--- src/design/sfr_pkg.sv ---
// ---------------------------------------------------------------------------
// Serial frame receiver package
// Frame byte codes, length limits and the parser phase type.
// ---------------------------------------------------------------------------
package sfr_pkg;

  localparam int unsigned MAX_FRAME_LEN = 18;

  localparam logic [7:0] START_BYTE = 8'h55;
  localparam logic [7:0] MIN_LEN    = 8'h02;
  localparam logic [7:0] MAX_LEN    = 8'(MAX_FRAME_LEN);
  localparam logic [7:0] ZERO_BYTE  = 8'h00;
  localparam logic [7:0] END_BYTE   = 8'hAA;

  // Stored positions that make up the target word, and the length byte slot.
  localparam logic [4:0] LEN_POS    = 5'd2;
  localparam logic [4:0] TGT_FIRST  = 5'd3;
  localparam logic [4:0] TGT_LAST   = 5'd6;

  localparam logic CMD_BYTE  = 1'b0;
  localparam logic CMD_CLEAR = 1'b1;

  typedef enum logic [1:0] {
    PH_IDLE    = 2'd0,
    PH_HEADER  = 2'd1,
    PH_PAYLOAD = 2'd2,
    PH_END     = 2'd3
  } phase_e;

endpackage

--- src/design/serial_frame_receiver.sv ---
// ---------------------------------------------------------------------------
// Serial frame receiver
// Parses start/header/length/payload/zero/end frames from received bytes.
// ---------------------------------------------------------------------------
// Usage: each input item is either a received byte (command 0) or a request
// from software to clear the held-frame flag (command 1). The block takes one
// item per cycle while in_ready_o is high; the per-byte parser update is a
// single short step between the state registers and the result register.
// An end byte produces one result item in the cycle after it is accepted: the
// big-endian target word from stored positions 3..6 and end_ok, which is set
// when the end byte was 0xAA and the frame is now held. All other items give
// no result. While a frame is held, start bytes are ignored.
// The result sits in an output register; the input side stays ready while
// that register is empty or being drained, so a stalled receiver stops all
// input while a result is waiting, even items that would give no result. In
// practice input stalls only while out_ready_i is low and a result is held.
// Reset puts the parser in idle, clears the held flag and zeroes the stored
// target bytes; no result is pending after reset.
// ---------------------------------------------------------------------------
module serial_frame_receiver
  import sfr_pkg::*;
(
  input  logic               clk_i,
  input  logic               rst_ni,
  input  logic               in_valid_i,
  output logic               in_ready_o,
  input  logic               command_i,
  input  logic [7:0]         rx_byte_i,
  output logic               out_valid_o,
  input  logic               out_ready_i,
  output logic signed [31:0] target_position_o,
  output logic               end_ok_o
);

  phase_e       phase_q, phase_d;
  logic [4:0]   byte_pos_q, byte_pos_d;
  logic [4:0]   frame_len_q, frame_len_d;
  logic         frame_held_q, frame_held_d;
  logic [7:0]   tgt_q [4];
  logic [7:0]   tgt_d [4];
  logic         out_valid_q, out_valid_d;
  logic [31:0]  target_q, target_d;
  logic         end_ok_q, end_ok_d;

  logic         in_fire;
  logic         is_byte;
  logic         len_ok;
  logic [4:0]   pos_off;
  logic         pos_is_tgt;

  assign in_ready_o = !out_valid_q || out_ready_i;
  assign in_fire    = in_valid_i && in_ready_o;
  assign is_byte    = in_fire && (command_i == CMD_BYTE);
  assign len_ok     = (rx_byte_i >= MIN_LEN) && (rx_byte_i <= MAX_LEN);
  assign pos_off    = byte_pos_q - TGT_FIRST;
  assign pos_is_tgt = (byte_pos_q >= TGT_FIRST) && (byte_pos_q <= TGT_LAST);

  // Next parser phase.
  always_comb begin
    phase_d = phase_q;
    if (is_byte) begin
      case (phase_q)
        PH_IDLE: begin
          if (rx_byte_i == START_BYTE && !frame_held_q) phase_d = PH_HEADER;
        end
        PH_HEADER: begin
          if (byte_pos_q == LEN_POS) phase_d = len_ok ? PH_PAYLOAD : PH_IDLE;
        end
        PH_PAYLOAD: begin
          if (byte_pos_q >= frame_len_q) begin
            phase_d = (rx_byte_i == ZERO_BYTE) ? PH_END : PH_IDLE;
          end
        end
        PH_END:  phase_d = PH_IDLE;
        default: phase_d = PH_IDLE;
      endcase
    end
  end

  // Data path: position counter, stored bytes, held flag and result.
  always_comb begin
    logic keep;
    keep         = 1'b0;
    byte_pos_d   = byte_pos_q;
    frame_len_d  = frame_len_q;
    frame_held_d = frame_held_q;
    tgt_d        = tgt_q;
    target_d     = target_q;
    end_ok_d     = end_ok_q;
    out_valid_d  = out_valid_q && !out_ready_i;

    if (in_fire && command_i == CMD_CLEAR) begin
      frame_held_d = 1'b0;
    end else if (is_byte) begin
      case (phase_q)
        PH_IDLE: begin
          if (rx_byte_i == START_BYTE && !frame_held_q) byte_pos_d = '0;
        end
        PH_HEADER: begin
          if (byte_pos_q != LEN_POS) begin
            keep = 1'b1;
          end else if (len_ok) begin
            frame_len_d = rx_byte_i[4:0];
          end
        end
        PH_PAYLOAD: begin
          if (byte_pos_q < frame_len_q) keep = 1'b1;
        end
        PH_END: begin
          if (rx_byte_i == END_BYTE) frame_held_d = 1'b1;
          target_d    = {tgt_q[0], tgt_q[1], tgt_q[2], tgt_q[3]};
          end_ok_d    = (rx_byte_i == END_BYTE);
          out_valid_d = 1'b1;
        end
        default: ;
      endcase
    end

    if (keep) begin
      if (pos_is_tgt) tgt_d[pos_off[1:0]] = rx_byte_i;
      byte_pos_d = byte_pos_q + 5'd1;
    end
  end

  always_ff @(posedge clk_i or negedge rst_ni) begin
    if (!rst_ni) begin
      phase_q      <= PH_IDLE;
      byte_pos_q   <= '0;
      frame_len_q  <= '0;
      frame_held_q <= 1'b0;
      tgt_q        <= '{default: '0};
      out_valid_q  <= 1'b0;
    end else begin
      phase_q      <= phase_d;
      byte_pos_q   <= byte_pos_d;
      frame_len_q  <= frame_len_d;
      frame_held_q <= frame_held_d;
      tgt_q        <= tgt_d;
      out_valid_q  <= out_valid_d;
    end
  end

  always_ff @(posedge clk_i) begin
    target_q <= target_d;
    end_ok_q <= end_ok_d;
  end

  assign out_valid_o       = out_valid_q;
  assign target_position_o = signed'(target_q);
  assign end_ok_o          = end_ok_q;

  // An accepted end byte always produces a result in the next cycle.
  a_end_gives_result: assert property (@(posedge clk_i) disable iff (!rst_ni)
    (is_byte && phase_q == PH_END) |=> out_valid_o)
    else $error("end byte did not produce a result");

  // A clear request leaves no frame held.
  a_clear_drops_held: assert property (@(posedge clk_i) disable iff (!rst_ni)
    (in_fire && command_i == CMD_CLEAR) |=> !frame_held_q)
    else $error("held flag survived a clear request");

  // A start byte must not open a frame while one is held.
  a_held_blocks_start: assert property (@(posedge clk_i) disable iff (!rst_ni)
    (is_byte && phase_q == PH_IDLE && frame_held_q) |=> phase_q == PH_IDLE)
    else $error("frame started while another was held");

  // The payload counter never runs past the accepted length.
  a_pos_in_range: assert property (@(posedge clk_i) disable iff (!rst_ni)
    (phase_q == PH_PAYLOAD) |-> (byte_pos_q <= frame_len_q))
    else $error("payload position beyond frame length");

endmodule

--- config.mk ---
export PLATFORM = sky130hd
export DESIGN_NAME = serial_frame_receiver
export DESIGN_NICKNAME = d
export VERILOG_FILES = /design/src/design/sfr_pkg.sv /design/src/design/serial_frame_receiver.sv
export SDC_FILE = /design/constraint.sdc
export NUM_CORES = 1
export LEC_CHECK = 0
export ABC_AREA = 1
export BUFFER_PORTS_ARGS = -buffer_cell sky130_fd_sc_hd__buf_2
export CAP_MARGIN = 20
export CORE_MARGIN = 1.5
export CORE_UTILIZATION = 25
export DETAILED_ROUTE_END_ITERATION = 12
export PLACE_DENSITY = 0.51
export SYNTH_ARGS = -nofsm -noshare
export SYNTH_HDL_FRONTEND = slang
export SYNTH_SLANG_ARGS = --single-unit
--- constraint.sdc ---
create_clock -name clk_i -period 2.7 [get_ports clk_i]
set_clock_uncertainty 0.15 [all_clocks]
set_input_delay 0 -clock clk_i [delete_from_list [all_inputs] [get_ports clk_i]]
set_output_delay 0 -clock clk_i [all_outputs]
set_load 0.05 [all_outputs]
==> impl_metrics.tcl, run 1 <==
set metrics [dict create \
    outcome "finished, final reports clean" \
    min_period_ns 2.38 \
    cts_tree "done" \
    crit_fanout 6 \
    die_area_um2 14800 \
    avgSynthCellArea_um2 10.7 \
    synth-simple-area-share_pct 24.4 \
    grt_pass1_wl_um 11800 \
    cts_sinks 79 \
    ys_seq_area_share_pct 60.9 \
    final_util_pct 31.7 \
    ant_nets 0 \
    yosysUniqueCellTypes 23 \
    place_congestion 0.772 \
    cts-root-buf "clkbuf_16" \
    slowest_stage "dlygate4sd3_1" \
    setup_viol 0 \
    first_global_vias 2332 \
    io_buffer_count 47 \
    syn2layout_area_growth_pct 24.7 \
    met2_usage_pct 17.8 \
    syn_area_um2 3520 \
    crit_chain "dlygate4sd3_1, buf_2, inv_1, nand4_1, nor2_1, nand4_1, dlygate4sd3_1, a21oi_1, dlygate4sd3_1" \
    synth_area_leader_cell "dfrtp_1" \
    yosys_warnings 0 \
    fin_nets 419 \
    core_area_um2 13800 \
    ys_ff_latch 79 \
    drt-vias-per-instance 4.25 \
    start_util_pct 25.4 \
    gr-total-overflow 0 \
    grt_util_all_layers_pct 10.5 \
    vias 2448 \
    max_stage_delay_ns 0.58 \
    yosys-top-cells-area "dfrtp_1, edfxtp_1, nand2_1" \
    top_usage_layer "met2" \
    wl_per_cell_um 13.1 \
    finalCritPeriodShare_pct 88.1 \
    path_clk_slew_ns 0.06 \
    synth_top_family_by_area "simple AND/OR/NAND/NOR gates" \
    drtIter0Drc 105 \
    ios 48 \
    crit_top_cell "dlygate4sd3_1" \
    post_cts_buffers 0 \
    dr.pass1.iters 4 \
    n_antenna_cell 0 \
    muxShareOfSynthArea_pct 0 \
    powerDensity_nw_per_um2 672 \
    synth_compound_area_share_pct 3.45 \
    cts_resized 0 \
    end_kind "flop" \
    synthXorXnorAreaFrac_pct 0.747 \
    hp-class "in -> async" \
    fill_cells 1402 \
    die_y_um 122 \
    synth_top_area_share_pct 32.7 \
    grt_max_degree 47 \
    syn_nets 355 \
    start_kind "input pin" \
    vdd_drop_max_mv 0.354 \
    cts_buffers 9 \
    criticalPathCategory "in -> reg" \
    finalHoldViolCount 0 \
    synthAdderAreaFrac_pct 4.98 \
    ctsHoldBuffers 13 \
    antenna_found_initial 0 \
    worstMarginPinSlew_ns 0.626 \
    fin_setup_tns_ns 0 \
    met1_usage_pct 12.5 \
    max_slew_margin_pct 58.3 \
    rsz0062_at_grt "false" \
    p_leak_nw 1.99 \
    clockBufferDepth 2 \
    maxCapViolations 0 \
    worst-r2r-cell-count 8 \
    wirelength_um 7520 \
    clk_latency_ns 0.34 \
    max_clock_freq_mhz 420 \
    critPathArrivalTime_ns 2.50 \
    use_met3_pct 2.90 \
    rows 43 \
    netlist_instances 328 \
    drc 0 \
    cp.required_ns 2.82 \
    dp_hpwl_um 5290 \
    h-tree-depth 3 \
    drive_above_1_share_pct 21.0 \
    drv_slew 0 \
    die_x_um 122 \
]
cell usage after synthesis (all sizes together):
cell type / n
buf: 10
nand3: 14
o21ai: 11
ha: 14
clkbuf: 1
dfrtp: 46
xnor2: 2
xor2: 1
edfxtp: 33
nor2: 17
nand4: 41
inv: 30
a21oi: 8
nand2: 100
routing by layer:
metal	vias to the layer above	wire (um)
met5	-	0
li1	1245	-
met1	1145	3380
met2	46	3680
met3	12	312
met4	0	153
where the power goes:
group	internal [W]	switching (W)	total [W]
Combinational	0.000147	0.000333	0.000480
Sequential	0.00128	0.0000401	0.00132
Clock	0.000703	0.000443	0.00115
Total	0.00213	0.000816	0.00295
registers in the layout, summed over array words and instances, names as in the netlist:
register and flops:
end_ok_o 1, tgt_q 32, frame_len_q 5, target_position_o 32, frame_held_q 1, byte_pos_q 5, out_valid_o 1, phase_q 2
area by class of cell:
cell class / instances / area (um2) / area share (%)
clock buffers: 10 / 229 / 5.22
repair buffers: 64 / 440 / 10.0
inverters: 30 / 113 / 2.57
multi-input cells: 208 / 1180 / 27.0
clock inverters: 5 / 51.3 / 1.17
well taps: 180 / 225 / 5.14
flip-flops and latches: 79 / 2140 / 48.8
critical path, delay by kind of cell:
family	cells	cell delay (ns)
buffers and inverters	5	1.99
AND/OR/NAND/NOR	3	0.37
AO/OA/AOI/OAI	1	0.14
logic make-up (layout without fill, tap and decap cells):
family / Yosys count / in the layout
buffers and inverters: 41 / 109
adder cells (fa/ha/maj): 14 / 14
AO/OA/AOI/OAI: 19 / 19
AND/OR/NAND/NOR: 172 / 172
XOR/XNOR: 3 / 3
flip-flops: 79 / 79
through the flow:
step | setup WS (ns) | area (um2) | hold slack (ns) | std cells | total power, W
after floorplan | 0.155 | 3520 | -0.446 | 328 | 0.00170
after global placement | 0.512 | 3950 | 0.0873 | 547 | 0.00179
after detailed placement | 0.384 | 3950 | 0.110 | 547 | 0.00180
after CTS | 0.353 | 4360 | 0.0762 | 575 | 0.00297
after global routing | 0.161 | 4390 | 0.130 | 576 | 0.00307
final | 0.320 | 4390 | 0.0776 | 576 | 0.00295
path summary, 6_finish.rpt:
check                                   start                     to  slack (ns)
worst max register to register  byte_pos_q[0]              tgt_q[30]        0.35
worst max-delay path             rx_byte_i[4]           frame_held_q        0.32
max in group asynchronous              rst_ni               tgt_q[0]        1.79
min in group clk_i                  command_i             phase_q[0]        0.08
worst min register to register      tgt_q[19]  target_position_o[19]        0.30
worst min-delay path                   rst_ni             phase_q[1]        0.08
placed cells by master, fill, tap and decap left out, drive strengths merged:
cell type and count:
buf 51, bufinv 1, edfxtp 33, inv 30, clkinv 3, o21ai 11, dfrtp 46, clkbuf 10
nand4 41, a21oi 8, ha 14, clkinvlp 1, nand2 100, dlygate4sd3 13, nor2 17, xor2 1
xnor2 2, nand3 14
Note: power is estimated with default switching activity, not from simulation.
==> run 2, diff against run 1 <==
--- a/config.mk
+++ b/config.mk
@@ -12,6 +12,7 @@
 export CORE_UTILIZATION = 25
 export DETAILED_ROUTE_END_ITERATION = 12
 export PLACE_DENSITY = 0.51
+export RECOVER_POWER = 25
 export SYNTH_ARGS = -nofsm -noshare
 export SYNTH_HDL_FRONTEND = slang
 export SYNTH_SLANG_ARGS = --single-unit
==> constraint.sdc (replaced) <==
create_clock -name clk_i -period 1.9 [get_ports clk_i]
set_clock_uncertainty 0.15 [all_clocks]
set_input_delay 0 -clock clk_i [delete_from_list [all_inputs] [get_ports clk_i]]
set_output_delay 0 -clock clk_i [all_outputs]
set_load 0.05 [all_outputs]
==> run 2 against run 1 <==
Effect of this change: clock power up 44%; via count up 4.3%; worst setup slack worse by 0.24 ns; cell area up 5.6%; combinational power up 87%; first-iteration DRC count up 11%; sequential power up 40%; die area unchanged; wire length up 4.6%; flip-flop and latch count unchanged; power up 50%; highest routed layer unchanged.
==> impl_metrics.tcl, run 2 (synthesized netlist as in run 1, its figures left out) <==
set metrics [dict create \
    fin_setup_tns_ns 0 \
    cts_tree "done" \
    die_x_um 122 \
    fin_nets 436 \
    worstMarginPinSlew_ns 1.10 \
    clockBufferDepth 2 \
    die_y_um 122 \
    grt_max_degree 35 \
    setup_viol 0 \
    layout_commonest_cell "nand2_1" \
    first_global_vias 2472 \
    reg2reg_from "byte_pos_q[3]" \
    drive_above_1_share_pct 28.5 \
    cts_sinks 79 \
    dp_hpwl_um 5490 \
    hp-class "in -> reg" \
    worst-r2r-cell-count 9 \
    worstReg2RegEnd "tgt_q[9]" \
    crit_fanout 24 \
    die_area_um2 14800 \
    criticalPathCategory "reg -> reg" \
    register_area_um2 2140 \
    cts-root-buf "clkbuf_16" \
    clk_latency_ns 0.33 \
    rrSetupSlack_ns 0.08 \
    cp.required_ns 2.02 \
    wirelength_um 7870 \
    max_slew_margin_pct 26.9 \
    grt_pass1_wl_um 12400 \
    cts_buffers 9 \
    maxCapViolations 0 \
    layout_common_cells "nand2_1, buf_2, dfrtp_1" \
    outcome "finished, final reports clean" \
    wl_per_cell_um 13.2 \
    path_clk_slew_ns 0.06 \
    place_congestion 0.781 \
    h-tree-depth 3 \
    antenna_found_initial 0 \
    vdd_drop_max_mv 0.479 \
    ant_nets 0 \
    p_leak_nw 2.07 \
    core_area_um2 13800 \
    drt-vias-per-instance 4.30 \
    drtIter0Drc 117 \
    finalWorstSetupSlack_ns 0.0845 \
    vias 2554 \
    drv_slew 0 \
    start_kind "flop" \
    end_kind "flop" \
    dr.pass1.iters 4 \
    gr-total-overflow 0 \
    n_antenna_cell 0 \
    drc 0 \
    io_buffer_count 47 \
    syn2layout_area_growth_pct 31.7 \
    pre_cts_ws_ns -0.0455 \
    rows 43 \
    final_util_pct 33.5 \
    finalHoldViolCount 0 \
    min_period_ns 1.82 \
    powerDensity_nw_per_um2 951 \
    max_clock_freq_mhz 551 \
    critPathArrivalTime_ns 1.94 \
    multi_input_area_um2 1310 \
    grt_util_all_layers_pct 11.3 \
    critPathLaunch "byte_pos_q[3]" \
    crit_end "tgt_q[9]" \
    start_util_pct 25.4 \
    finalCritPeriodShare_pct 95.6 \
    fill_cells 1389 \
    ios 48 \
]
-- run 2: cell count changes in the layout (fill, tap and decap cells not counted), moves of 3 or more --
cell	previous run	this run
inv_1	27	23
nor2_1	15	12
nand2_1	96	89
buf_4	1	15
inv_2	3	7
ha_1	14	11
nand2_2	4	9
-- run 2: power breakdown --
part / internal (W) / switching [W] / leakage [nW]
Clock: 0.00100 / 0.000651 / 0.140
Combinational: 0.000320 / 0.000580 / 1.03
Sequential: 0.00182 / 0.0000344 / 0.905
Total: 0.00314 / 0.00127 / 2.07
-- run 2: worst min-delay path by stage --
stage,end,cells after the start,startpoint
floorplan,byte_pos_q[0],0,rst_ni
global placement,tgt_q[12],1,rst_ni
detailed placement,tgt_q[12],1,rst_ni
CTS,byte_pos_q[2],3,rst_ni
global route,frame_len_q[4],6,command_i
finish,frame_len_q[1],6,command_i
-- run 2: area by class of cell --
type / count / share of cell area, %
Multi-Input combinational cell: 208 / 28.2
Inverter: 30 / 2.43
Sequential cell: 79 / 46.3
Clock inverter: 7 / 1.38
Timing Repair Buffer: 81 / 12.0
Tap cell: 180 / 4.86
Clock buffer: 9 / 4.86
-- run 2: critical path, stage by stage (launching register included) --
cell,delay [ns]
dfrtp_1,0.39
ha_1,0.31
nand2_2,0.08
inv_1,0.05
nand2_2,0.09
nand3_4,0.11
a21oi_4,0.19
buf_12,0.18
nand4_1,0.11
nand2_1,0.09
-- run 2: stage by stage --
step	power, W	instances	hold WS, ns	area (um2)
floorplan	0.00242	328	-0.446	3550
global placement	0.00266	562	-0.224	4100
detailed placement	0.00268	562	-0.222	4100
CTS	0.00439	591	0.0730	4530
global route	0.00460	594	0.108	4630
finish	0.00441	594	0.0713	4630
-- run 2: repair_timing --
action | 4_1_cts | 5_1_grt
buffers inserted | 0 | 3
setup endpoints to repair | 34 | 43
pin swaps | 0 | 10
endpoints found under the hold margin | 84 | 0
resized for setup | 2 | 24
hold buffers | 13 | 0
-- run 2: metal layers --
layer / part of all wire (%) / vias to the layer above / track usage, %
met3: 4.6 / 10 / 3.42
li1: - / 1285 / -
met4: 1.8 / 0 / 4.19
met1: 44 / 1213 / 13.4
met2: 49 / 46 / 19.1
met5: 0 / - / 0
==> run 3, diff against run 2 <==
--- a/config.mk
+++ b/config.mk
@@ -13,6 +13,7 @@
 export DETAILED_ROUTE_END_ITERATION = 12
 export PLACE_DENSITY = 0.51
 export RECOVER_POWER = 25
+export SETUP_SLACK_MARGIN = 0.5
 export SYNTH_ARGS = -nofsm -noshare
 export SYNTH_HDL_FRONTEND = slang
 export SYNTH_SLANG_ARGS = --single-unit
==> run 3 against run 2 <==
Effect of this change: the flow now finishes with violations (hold timing); wire length increased by 17%; count of clock-buffer cells in the layout increased by 1; critical path depth increased by 1; register-to-register slack got worse by 0.08 ns; clock power increased by 10%; power increased by 7.9%; non-clock buffer count increased by 17; sequential power about the same; critical path type unchanged; highest routed layer unchanged.
==> impl_metrics.tcl, run 3 (synthesized netlist as in run 1, its figures left out) <==
set metrics [dict create \
    outcome "complete, but fails checks" \
    violations "hold timing" \
    met1_usage_pct 15.1 \
    finalCritPeriodShare_pct 99.8 \
    timing.hold.ws_ns -0.00681 \
    ant_nets 0 \
    drtIter0Drc 177 \
    hold_depth 6 \
    finalHoldViolCount 5 \
    dr.pass1.iters 4 \
    hold_start "rx_byte_i[6]" \
    core_area_um2 13800 \
    cts-root-buf "clkbuf_16" \
    fin_nets 454 \
    rrSetupSlack_ns 0.003 \
    io_buffer_count 47 \
    die_x_um 122 \
    clk_latency_ns 0.35 \
    start_kind "flop" \
    cp.required_ns 2.03 \
    hp-class "in -> reg" \
    syn2layout_area_growth_pct 43.5 \
    dp_hpwl_um 5470 \
    max_slew_margin_pct 13.9 \
    wl_per_cell_um 15.0 \
    maxCapViolations 0 \
    drc 0 \
    finalPower_w 0.00475 \
    drive_above_1_share_pct 32.9 \
    place_congestion 0.842 \
    rows 43 \
    layout_commonest_cell "nand2_1" \
    clockBufferDepth 2 \
    max_clock_freq_mhz 527 \
    grt_util_all_layers_pct 12.6 \
    min_period_ns 1.90 \
    path_clk_slew_ns 0.06 \
    min_to "frame_held_q" \
    criticalPathCategory "reg -> reg" \
    reg2reg_from "byte_pos_q[3]" \
    antenna_found_initial 0 \
    die_y_um 122 \
    powerDensity_nw_per_um2 942 \
    wirelength_um 9180 \
    drv_slew 0 \
    worst-r2r-cell-count 10 \
    cts_sinks 79 \
    h-tree-depth 3 \
    n_antenna_cell 0 \
    final_cell_area_um2 5050 \
    layout_common_cells "nand2_1, buf_2, dfrtp_1" \
    worstMarginPinSlew_ns 1.29 \
    start_util_pct 25.4 \
    end_kind "flop" \
    vias 2672 \
    use_met3_pct 2.15 \
    top_usage_layer "met2" \
    p_leak_nw 2.24 \
    cts_tree "done" \
    worstReg2RegEnd "tgt_q[1]" \
    grt_max_degree 28 \
    die_area_um2 14800 \
    ios 48 \
    setup_viol 0 \
    critPathArrivalTime_ns 2.03 \
    crit_fanout 7 \
    first_global_vias 2603 \
    vdd_drop_max_mv 0.499 \
    grt_pass1_wl_um 13800 \
    met2_usage_pct 21.6 \
    rsz0062_at_grt "true" \
    cts_buffers 9 \
    gr-total-overflow 0 \
    drt-vias-per-instance 4.37 \
    placed_cell_area_um2 4140 \
]
[run 3: worst max-delay path by stage]
stage	start	to	slack [ns]	cells after the start
CTS	byte_pos_q[2]	tgt_q[22]	0.04	9
global placement	byte_pos_q[1]	tgt_q[11]	0.03	9
finish	byte_pos_q[3]	tgt_q[1]	0.003	10
floorplan	out_valid_o	end_ok_o	-0.0008	3
detailed placement	byte_pos_q[1]	tgt_q[7]	0.006	9
global route	byte_pos_q[3]	tgt_q[28]	-0.09	10
[run 3: power breakdown]
part / switching [W] / internal (W) / leakage (nW)
Clock: 0.000686 / 0.00115 / 0.150
Combinational: 0.000628 / 0.000421 / 1.19
Sequential: 0.0000509 / 0.00182 / 0.901
Total: 0.00137 / 0.00339 / 2.24
[run 3: per-layer routing]
| metal | up-vias | wire (um) |
|---|---|---|
| met4 | 0 | 208 |
| met3 | 13 | 284 |
| met2 | 52 | 4700 |
| met1 | 1288 | 3980 |
| li1 | 1319 | - |
| met5 | - | 0 |
[run 3: through the flow]
| stage | utilization (%) | setup TNS, ns | worst slack [ns] | std cells | hold WS [ns] |
|---|---|---|---|---|---|
| global route | 36.5 | -2.17 | -0.0941 | 612 | 0.00133 |
| CTS | 35.1 | 0 | 0.0356 | 603 | -0.158 |
| detailed placement | 30.0 | 0 | 0.00612 | 559 | -0.142 |
| global placement | 30.0 | 0 | 0.0326 | 559 | -0.152 |
| floorplan | - | -0.0249 | -0.000753 | 328 | -0.446 |
| finish | 36.5 | 0 | 0.00294 | 612 | -0.00681 |
[run 3: timing repair]
action	CTS	global route
cloned	3	3
pin swaps	12	16
endpoints found under the setup margin	76	79
hold buffers	15	1
gates resized for setup	22	25
hold endpoints to repair	65	4
buffers inserted	10	5
[run 3: critical path: stages (launching register included)]
cell       delay, ns
dfrtp_1         0.40
ha_1            0.32
nand2_2         0.09
inv_1           0.06
nand2_2         0.08
nand3_4         0.11
a21oi_4         0.18
buf_12          0.14
clkbuf_16       0.14
nand4_1         0.08
nand2_1         0.08
[run 3: cell type report]
| cell class | count | area (um2) |
|---|---|---|
| well taps | 180 | 225 |
| fillers | 1341 | 8780 |
| multi-input cells | 209 | 1380 |
| inverters | 30 | 118 |
| clock buffers | 10 | 229 |
| clock inverters | 6 | 85.1 |
| repair buffers | 98 | 862 |
| flip-flops and latches | 79 | 2150 |
